===== config.mk =====
export PLATFORM = sky130hd
export DESIGN_NAME = move_to_front_codec_core
export DESIGN_NICKNAME = d
export VERILOG_FILES = /design/src/rtl/mtf_pkg.sv /design/src/rtl/mtf_cell.sv /design/src/rtl/mtf_ctrl.sv /design/src/rtl/move_to_front_codec_core.sv
export SDC_FILE = /design/constraint.sdc
export NUM_CORES = 2
export LEC_CHECK = 0
export ABC_AREA = 1
export CAP_MARGIN = 20
export CORE_MARGIN = 8
export CORE_UTILIZATION = 25
export CTS_BUF_LIST = sky130_fd_sc_hd__clkbuf_16
export DETAILED_ROUTE_END_ITERATION = 12
export DONT_BUFFER_PORTS = 1
export GPL_ROUTABILITY_DRIVEN = 0
export GPL_TIMING_DRIVEN = 1
export SETUP_SLACK_MARGIN = 0.1
export SYNTH_ARGS = -nofsm -noshare
export SYNTH_HDL_FRONTEND = slang
export SYNTH_HIERARCHICAL = 1
export SYNTH_SLANG_ARGS = --single-unit

===== constraint.sdc =====
create_clock -name clk_i -period 228.2 [get_ports clk_i]
set_clock_uncertainty 0.1 [all_clocks]
set_input_delay 45.64 -clock clk_i [delete_from_list [all_inputs] [get_ports clk_i]]
set_output_delay 45.64 -clock clk_i [all_outputs]
set_load 0.01 [all_outputs]

===== src/rtl/mtf_pkg.sv =====
package mtf_pkg;

  // Symbol width and default alphabet size
  localparam int unsigned SYM_W             = 8;
  localparam int unsigned ALPHABET_SIZE_DEF = 256;

  // Mode register codes
  localparam logic MODE_ENCODE = 1'b0;
  localparam logic MODE_DECODE = 1'b1;

  // Per-cell control from the sequencer
  typedef struct packed {
    logic shift;  // take the neighbor's value
    logic ident;  // reload the identity value
  } cell_ctrl_t;

  // Sequencer states
  typedef enum logic [3:0] {
    ST_IDLE = 4'b0001,
    ST_FIND = 4'b0010,
    ST_MOVE = 4'b0100,
    ST_HOLD = 4'b1000
  } state_e;

endpackage


===== src/rtl/mtf_cell.sv =====
module mtf_cell import mtf_pkg::*; #(
  parameter logic [SYM_W-1:0] RESET_VAL = '0
) (
  input  logic             clk_i,
  input  logic             rst_ni,
  input  cell_ctrl_t       ctrl_i,
  input  logic [SYM_W-1:0] next_i,
  output logic [SYM_W-1:0] val_o
);

  logic [SYM_W-1:0] val_q, val_d;

  // Identity reload wins over a shift step
  always_comb begin
    val_d = val_q;
    if (ctrl_i.ident) begin
      val_d = RESET_VAL;
    end else if (ctrl_i.shift) begin
      val_d = next_i;
    end
  end

  always_ff @(posedge clk_i or negedge rst_ni) begin
    if (!rst_ni) begin
      val_q <= RESET_VAL;
    end else begin
      val_q <= val_d;
    end
  end

  assign val_o = val_q;

endmodule


===== src/rtl/mtf_ctrl.sv =====
module mtf_ctrl import mtf_pkg::*; #(
  parameter int unsigned ALPHABET_SIZE = ALPHABET_SIZE_DEF
) (
  input  logic             clk_i,
  input  logic             rst_ni,
  input  logic             cfg_we_i,
  input  logic             cfg_data_i,
  input  logic             in_valid_i,
  output logic             in_stall_o,
  input  logic [SYM_W-1:0] symbol_in_i,
  input  logic             block_last_i,
  output logic             out_valid_o,
  input  logic             out_stall_i,
  output logic [SYM_W-1:0] symbol_out_o,
  input  logic [SYM_W-1:0] tail_i,
  output logic [SYM_W-1:0] enter_o,
  output cell_ctrl_t       cell_ctrl_o
);

  localparam int unsigned CNT_W = $clog2(ALPHABET_SIZE);
  localparam logic [CNT_W-1:0] CNT_LAST = CNT_W'(ALPHABET_SIZE - 1);

  state_e           state_q, state_d;
  logic [CNT_W-1:0] cnt_q, cnt_d;
  logic             mode_q;
  logic             dec_q, dec_d;
  logic             last_q, last_d;
  logic             active_q, active_d;
  logic [SYM_W-1:0] key_q, key_d;
  logic [SYM_W-1:0] hold_q, hold_d;
  logic [SYM_W-1:0] res_q, res_d;
  logic             out_valid_q, out_valid_d;
  logic [SYM_W-1:0] out_data_q, out_data_d;
  logic             in_range;
  logic             pos_hit;
  logic             pass_end;

  assign in_range = ({1'b0, symbol_in_i} < (SYM_W + 1)'(ALPHABET_SIZE));
  assign pos_hit  = (SYM_W'(cnt_q) == key_q);
  assign pass_end = (cnt_q == CNT_LAST);

  // Sequencer: one full ring rotation per pass
  always_comb begin
    state_d     = state_q;
    cnt_d       = cnt_q;
    dec_d       = dec_q;
    last_d      = last_q;
    active_d    = active_q;
    key_d       = key_q;
    hold_d      = hold_q;
    res_d       = res_q;
    out_valid_d = out_valid_q;
    out_data_d  = out_data_q;
    enter_o     = tail_i;
    cell_ctrl_o = '0;

    // Result taken by the receiver
    if (out_valid_q && !out_stall_i) begin
      out_valid_d = 1'b0;
    end

    unique case (state_q)
      ST_IDLE: begin
        if (in_valid_i) begin
          last_d   = block_last_i;
          dec_d    = (mode_q == MODE_DECODE);
          key_d    = symbol_in_i;
          hold_d   = symbol_in_i;
          active_d = 1'b1;
          cnt_d    = '0;
          if (!in_range) begin
            res_d   = '0;
            state_d = ST_HOLD;
          end else if (mode_q == MODE_DECODE) begin
            state_d = ST_FIND;
          end else begin
            state_d = ST_MOVE;
          end
        end
      end

      // Decode: plain rotation, capture the entry at the requested position
      ST_FIND: begin
        cell_ctrl_o.shift = 1'b1;
        if (pos_hit) begin
          res_d  = tail_i;
          hold_d = tail_i;
        end
        if (pass_end) begin
          cnt_d   = '0;
          key_d   = pos_hit ? tail_i : hold_q;
          state_d = ST_MOVE;
        end else begin
          cnt_d = cnt_q + 1'b1;
        end
      end

      // Swap the carried value with each entry up to and including the match
      ST_MOVE: begin
        cell_ctrl_o.shift = 1'b1;
        if (active_q) begin
          enter_o = hold_q;
          hold_d  = tail_i;
          if (tail_i == key_q) begin
            active_d = 1'b0;
            if (!dec_q) begin
              res_d = SYM_W'(cnt_q);
            end
          end
        end
        if (pass_end) begin
          cnt_d   = '0;
          state_d = ST_HOLD;
        end else begin
          cnt_d = cnt_q + 1'b1;
        end
      end

      // Wait for a free output register, then restart the list at block end
      ST_HOLD: begin
        if (!out_valid_q || !out_stall_i) begin
          out_valid_d       = 1'b1;
          out_data_d        = res_q;
          cell_ctrl_o.ident = last_q;
          state_d           = ST_IDLE;
        end
      end

      default: begin
        state_d = ST_IDLE;
      end
    endcase
  end

  // Control registers
  always_ff @(posedge clk_i or negedge rst_ni) begin
    if (!rst_ni) begin
      state_q     <= ST_IDLE;
      cnt_q       <= '0;
      mode_q      <= MODE_ENCODE;
      out_valid_q <= 1'b0;
      active_q    <= 1'b0;
    end else begin
      state_q     <= state_d;
      cnt_q       <= cnt_d;
      out_valid_q <= out_valid_d;
      active_q    <= active_d;
      if (cfg_we_i) begin
        mode_q <= cfg_data_i;
      end
    end
  end

  // Payload registers
  always_ff @(posedge clk_i) begin
    dec_q      <= dec_d;
    last_q     <= last_d;
    key_q      <= key_d;
    hold_q     <= hold_d;
    res_q      <= res_d;
    out_data_q <= out_data_d;
  end

  assign in_stall_o   = (state_q != ST_IDLE);
  assign out_valid_o  = out_valid_q;
  assign symbol_out_o = out_data_q;

endmodule


===== src/rtl/move_to_front_codec_core.sv =====
// Move-to-front coder, one byte transaction in, one byte transaction out.
// Input channel: in_valid_i / in_stall_o carry symbol_in_i and block_last_i.
// Output channel: out_valid_o / out_stall_i carry symbol_out_o.
// cfg_we_i writes cfg_data_i into the mode register (0 encode, 1 decode);
// write it only while no transaction is in flight.
// The recency list lives in a ring of ALPHABET_SIZE cells. Each pass rotates
// the ring once, one cell step per cycle.
// Encode takes one pass, decode two (locate the entry, then move it).
// A symbol outside the alphabet skips the passes, and its result is 0.
// One transaction is in flight at a time; the next can be accepted in the
// cycle after the result is loaded into the output register.
// While the receiver stalls, the result holds in the output register and the
// block finishes the next transaction up to its result, then waits.
// Reset sets the list to identity and the mode to encode. After a transaction
// with block_last_i set, the list returns to identity as its result is loaded.
module move_to_front_codec_core import mtf_pkg::*; #(
  parameter int unsigned ALPHABET_SIZE = ALPHABET_SIZE_DEF
) (
  input  logic             clk_i,
  input  logic             rst_ni,
  input  logic             cfg_we_i,
  input  logic             cfg_data_i,
  input  logic             in_valid_i,
  output logic             in_stall_o,
  input  logic [SYM_W-1:0] symbol_in_i,
  input  logic             block_last_i,
  output logic             out_valid_o,
  input  logic             out_stall_i,
  output logic [SYM_W-1:0] symbol_out_o
);

  logic [SYM_W-1:0] cell_val [ALPHABET_SIZE];
  logic [SYM_W-1:0] enter;
  cell_ctrl_t       cell_ctrl;

  // Sequencer
  mtf_ctrl #(
    .ALPHABET_SIZE(ALPHABET_SIZE)
  ) u_ctrl (
    .clk_i       (clk_i),
    .rst_ni      (rst_ni),
    .cfg_we_i    (cfg_we_i),
    .cfg_data_i  (cfg_data_i),
    .in_valid_i  (in_valid_i),
    .in_stall_o  (in_stall_o),
    .symbol_in_i (symbol_in_i),
    .block_last_i(block_last_i),
    .out_valid_o (out_valid_o),
    .out_stall_i (out_stall_i),
    .symbol_out_o(symbol_out_o),
    .tail_i      (cell_val[0]),
    .enter_o     (enter),
    .cell_ctrl_o (cell_ctrl)
  );

  // Ring of list cells: cell 0 is the tail, new entries enter at the top
  for (genvar i = 0; i < ALPHABET_SIZE; i++) begin : g_cell
    logic [SYM_W-1:0] next_val;
    if (i == ALPHABET_SIZE - 1) begin : g_top
      assign next_val = enter;
    end else begin : g_mid
      assign next_val = cell_val[i + 1];
    end
    mtf_cell #(
      .RESET_VAL(SYM_W'(i))
    ) u_cell (
      .clk_i (clk_i),
      .rst_ni(rst_ni),
      .ctrl_i(cell_ctrl),
      .next_i(next_val),
      .val_o (cell_val[i])
    );
  end

endmodule


==> metrics.txt <==
# TYPE chip_impl_metric gauge
chip_impl_metric{name="timing.final.setup_violations",unit=""} 0
chip_impl_metric{name="hold_ws",unit="ns"} 0.319
chip_impl_metric{name="leakage_power",unit="nW"} 48.2
chip_impl_metric{name="multi_input_gate_area",unit="mm²"} 0.0299
chip_impl_info{name="cp-start-kind",value="primary input"} 1
chip_impl_metric{name="routed_wirelength",unit="µm"} 160000
chip_impl_metric{name="required",unit="ns"} 228.81
chip_impl_metric{name="gr-usage-all-layers",unit=""} 0.0855
chip_impl_metric{name="globalRoute.totalOverflow",unit=""} 0
chip_impl_metric{name="regArea",unit="mm²"} 0.0539
chip_impl_info{name="synthDominantAreaCellType",value="dfstp_2"} 1
chip_impl_metric{name="fp.dieArea",unit="mm²"} 0.371
chip_impl_metric{name="wire_length_of_the_first_global_routing_pass",unit="µm"} 289000
chip_impl_metric{name="mappedNetlistNets",unit=""} 9343
chip_impl_metric{name="routedWlPerCell",unit="µm"} 11.4
chip_impl_metric{name="syn_avg_cell_area",unit="µm²"} 9.44
chip_impl_metric{name="post-dp-hpwl",unit="µm"} 92300
chip_impl_metric{name="gate_count_of_the_mapped_netlist",unit=""} 9327
chip_impl_metric{name="num_vias",unit=""} 59563
chip_impl_metric{name="post_cts_resize_count",unit=""} 0
chip_impl_metric{name="grt_max_degree",unit=""} 293
chip_impl_metric{name="detail-route-antenna-nets",unit=""} 0
chip_impl_metric{name="htree_num_levels",unit=""} 4
chip_impl_metric{name="min_period",unit="ns"} 50.63
chip_impl_metric{name="data_arrival_time_of_the_critical_path",unit="ns"} 51.24
chip_impl_metric{name="r2r_setup_slack",unit="ns"} 220.73
chip_impl_metric{name="relSlewSlack",unit=""} 0.242
chip_impl_metric{name="port-buffer-count",unit=""} 0
chip_impl_info{name="synth.top_cells.by_area",value="dfstp_2, dfrtp_1, nand2_1"} 1
chip_impl_metric{name="synth_top_cell_area_share",unit=""} 0.306
chip_impl_metric{name="clock_path_buffers",unit=""} 3
chip_impl_metric{name="async_flop_share",unit=""} 0.984
chip_impl_metric{name="worst_pin_slew",unit="ns"} 1.14
chip_impl_metric{name="n_fill_cell",unit=""} 37007
chip_impl_metric{name="number_of_synthesized_register_bits",unit=""} 2097
chip_impl_metric{name="syn-cell-area",unit="mm²"} 0.0880
chip_impl_metric{name="fmax",unit="MHz"} 19.8
chip_impl_metric{name="timing.final.crit_share",unit=""} 0.222
chip_impl_metric{name="drv_cap",unit=""} 0
chip_impl_metric{name="grt_antenna_before_repair",unit=""} 1
chip_impl_metric{name="drt_pre_antenna_iters",unit=""} 5
chip_impl_info{name="predominant_post_synthesis_flop_cell",value="dfrtp_1"} 1
chip_impl_info{name="timing.hold.worst.class",value="reg2reg"} 1
chip_impl_metric{name="drt_first_iter_violations",unit=""} 4318
chip_impl_metric{name="syn2layout_area_growth",unit="%"} 11.8
chip_impl_metric{name="chipHeight",unit="µm"} 609
chip_impl_info{name="cp-end-kind",value="flop"} 1
chip_impl_info{name="root_buffer",value="clkbuf_16"} 1
chip_impl_metric{name="peakVddDrop",unit="V"} 0.0000109
chip_impl_metric{name="die_w",unit="µm"} 609
chip_impl_metric{name="crit_fanout",unit=""} 65
chip_impl_metric{name="hold_violations",unit=""} 0
chip_impl_metric{name="cts_buffers",unit=""} 214
chip_impl_metric{name="placementRows",unit=""} 218
chip_impl_metric{name="hold_buffers",unit=""} 0
chip_impl_metric{name="drc_errors",unit=""} 0
chip_impl_info{name="status",value="complete, no violations"} 1
chip_impl_metric{name="timing.final.max_slew_violations",unit=""} 0
chip_impl_metric{name="nets",unit=""} 9331
chip_impl_metric{name="starting_density",unit=""} 0.250
chip_impl_info{name="grt_setup_unrepaired",value="no"} 1
chip_impl_metric{name="power_per_cell_area",unit="mW/mm²"} 12.5
chip_impl_metric{name="ys_seq_area_frac",unit=""} 0.613
chip_impl_metric{name="drt-vias-per-instance",unit=""} 4.22
chip_impl_metric{name="clk_pin_slew_worst_paths",unit="ns"} 0.06
chip_impl_metric{name="totalNegativeSetupSlack",unit="ns"} 0
chip_impl_metric{name="cts.repair_timing.setup_buffer_count",unit=""} 0
chip_impl_metric{name="synth_edf_count",unit=""} 34
chip_impl_metric{name="yosysUniqueCellTypes",unit=""} 34
chip_impl_metric{name="clock_sinks",unit=""} 2097
chip_impl_info{name="clock_tree_from_tritoncts",value="yes"} 1
chip_impl_metric{name="worstSkewPairLatency",unit="ns"} 0.82
chip_impl_metric{name="post-layout-total-power",unit="mW"} 1.23
chip_impl_info{name="critPathKind",value="in2reg"} 1
chip_impl_metric{name="ioPinCount",unit=""} 25
chip_impl_metric{name="drive_above_1_share",unit=""} 0.198
chip_impl_info{name="most_frequent_standard_cell_in_the_layout_excluding_fill_and_tap_cells",value="nand2_1"} 1
chip_impl_metric{name="placeableCoreArea",unit="mm²"} 0.352
chip_impl_info{name="layout_common_cells",value="nand2_1, nand3_1, dfrtp_1"} 1
chip_impl_metric{name="first_global_vias",unit=""} 60992
chip_impl_metric{name="yosysWarnings",unit=""} 6
[path summary, 6_finish.rpt]
kind | from | endpoint | cells past startpoint
setup / recovery | out_stall_i | g_cell[114].u_cell/val_o[0] | 12
hold / removal | u_ctrl/res_q[0] | u_ctrl/symbol_out_o[0] | 0
setup reg to reg | u_ctrl/state_q[3] | g_cell[113].u_cell/val_o[3] | 12
hold reg to reg | u_ctrl/res_q[0] | u_ctrl/symbol_out_o[0] | 0
max in group asynchronous | rst_ni | g_cell[131].u_cell/val_o[4] | 5
min in group asynchronous | rst_ni | g_cell[15].u_cell/val_o[6] | 0
[area by class of cell]
| type | count | share of cell area |
|---|---|---|
| Tap cell | 4620 | 0.0587 |
| Timing Repair Buffer | 61 | 0.00806 |
| Sequential cell | 2097 | 0.548 |
| Inverter | 314 | 0.0120 |
| Antenna cell | 1 | 0.0000254 |
| Clock buffer | 221 | 0.0562 |
| Multi-Input combinational cell | 6627 | 0.304 |
| Clock inverter | 184 | 0.0128 |
[cell families after synthesis]
group,synth area share
xor gates and xnor gates,0.000597
adders and majority gates,0.000142
and+or+nand+nor,0.280
DFF,0.613
buffers and inverters,0.0475
AOI/OAI and AO/OA,0.0595
[registers in the layout, indices dropped and copies added (netlist names)]
| register | cells |
|---|---|
| u_ctrl/mode_q | 1 |
| u_ctrl/hold_q | 8 |
| u_ctrl/state_q | 4 |
| u_ctrl/res_q | 8 |
| u_ctrl/key_q | 8 |
| u_ctrl/dec_q | 1 |
| u_ctrl/out_valid_o | 1 |
| u_ctrl/last_q | 1 |
| u_ctrl/cnt_q | 8 |
| g_cell.u_cell/val_o | 2048 |
| u_ctrl/symbol_out_o | 8 |
| u_ctrl/active_q | 1 |
[critical path: stages]
cell and delay (ns):
nand2_1 0.08, nand2_1 0.10, nor2_4 0.10, buf_4 0.70, buf_4 0.85, buf_4 0.78, buf_4 0.78, buf_4 0.79
buf_4 0.85, nor2_4 0.16, nand2_1 0.13, nand2_1 0.06
[cells in the mapped netlist, types with 2 or more instances]
| library cell | count |
|---|---|
| nand2_2 | 2 |
| a22oi_1 | 6 |
| nand4_1 | 2 |
| nor2_1 | 12 |
| nor2_2 | 4 |
| dfrtp_1 | 1038 |
| o21ai_0 | 24 |
| nand3_1 | 1071 |
| buf_2 | 2 |
| inv_1 | 81 |
| a21oi_1 | 1003 |
| o21ai_1 | 4 |
| nor2_4 | 223 |
| nor2_8 | 34 |
| nand3_2 | 6 |
| dfstp_2 | 1025 |
| inv_2 | 233 |
| nor3_1 | 2 |
| xnor2_1 | 6 |
| buf_6 | 224 |
| buf_4 | 61 |
| nand2_1 | 4219 |
| edfxtp_1 | 34 |
[per-layer routing]
metal	vias up	global-route usage	wire (µm)
met5	-	0	0
met4	0	0.0234	3160
met3	224	0.0114	4140
met2	445	0.141	72400
met1	28684	0.117	80700
li1	30210	-	-
[stage by stage]
step            util  instance area [µm²]  setup slack (ns)  instances
5_1_grt        0.280                98400            177.26      14125
2_1_floorplan      -                88000            106.26       9327
4_1_cts        0.280                98300            177.67      14121
3_5_place_dp   0.260                91500            176.74      13716
6_report       0.280                98400            177.57      14125
3_3_place_gp   0.260                91500            176.80      13716
[report_power, final]
group | switching, mW | total, mW | internal, mW
combinational | 0.214 | 0.309 | 0.0944
sequential | 0.0587 | 0.584 | 0.526
clock | 0.146 | 0.337 | 0.192
total | 0.418 | 1.23 | 0.812
Note: power is estimated with default switching activity, not from simulation.
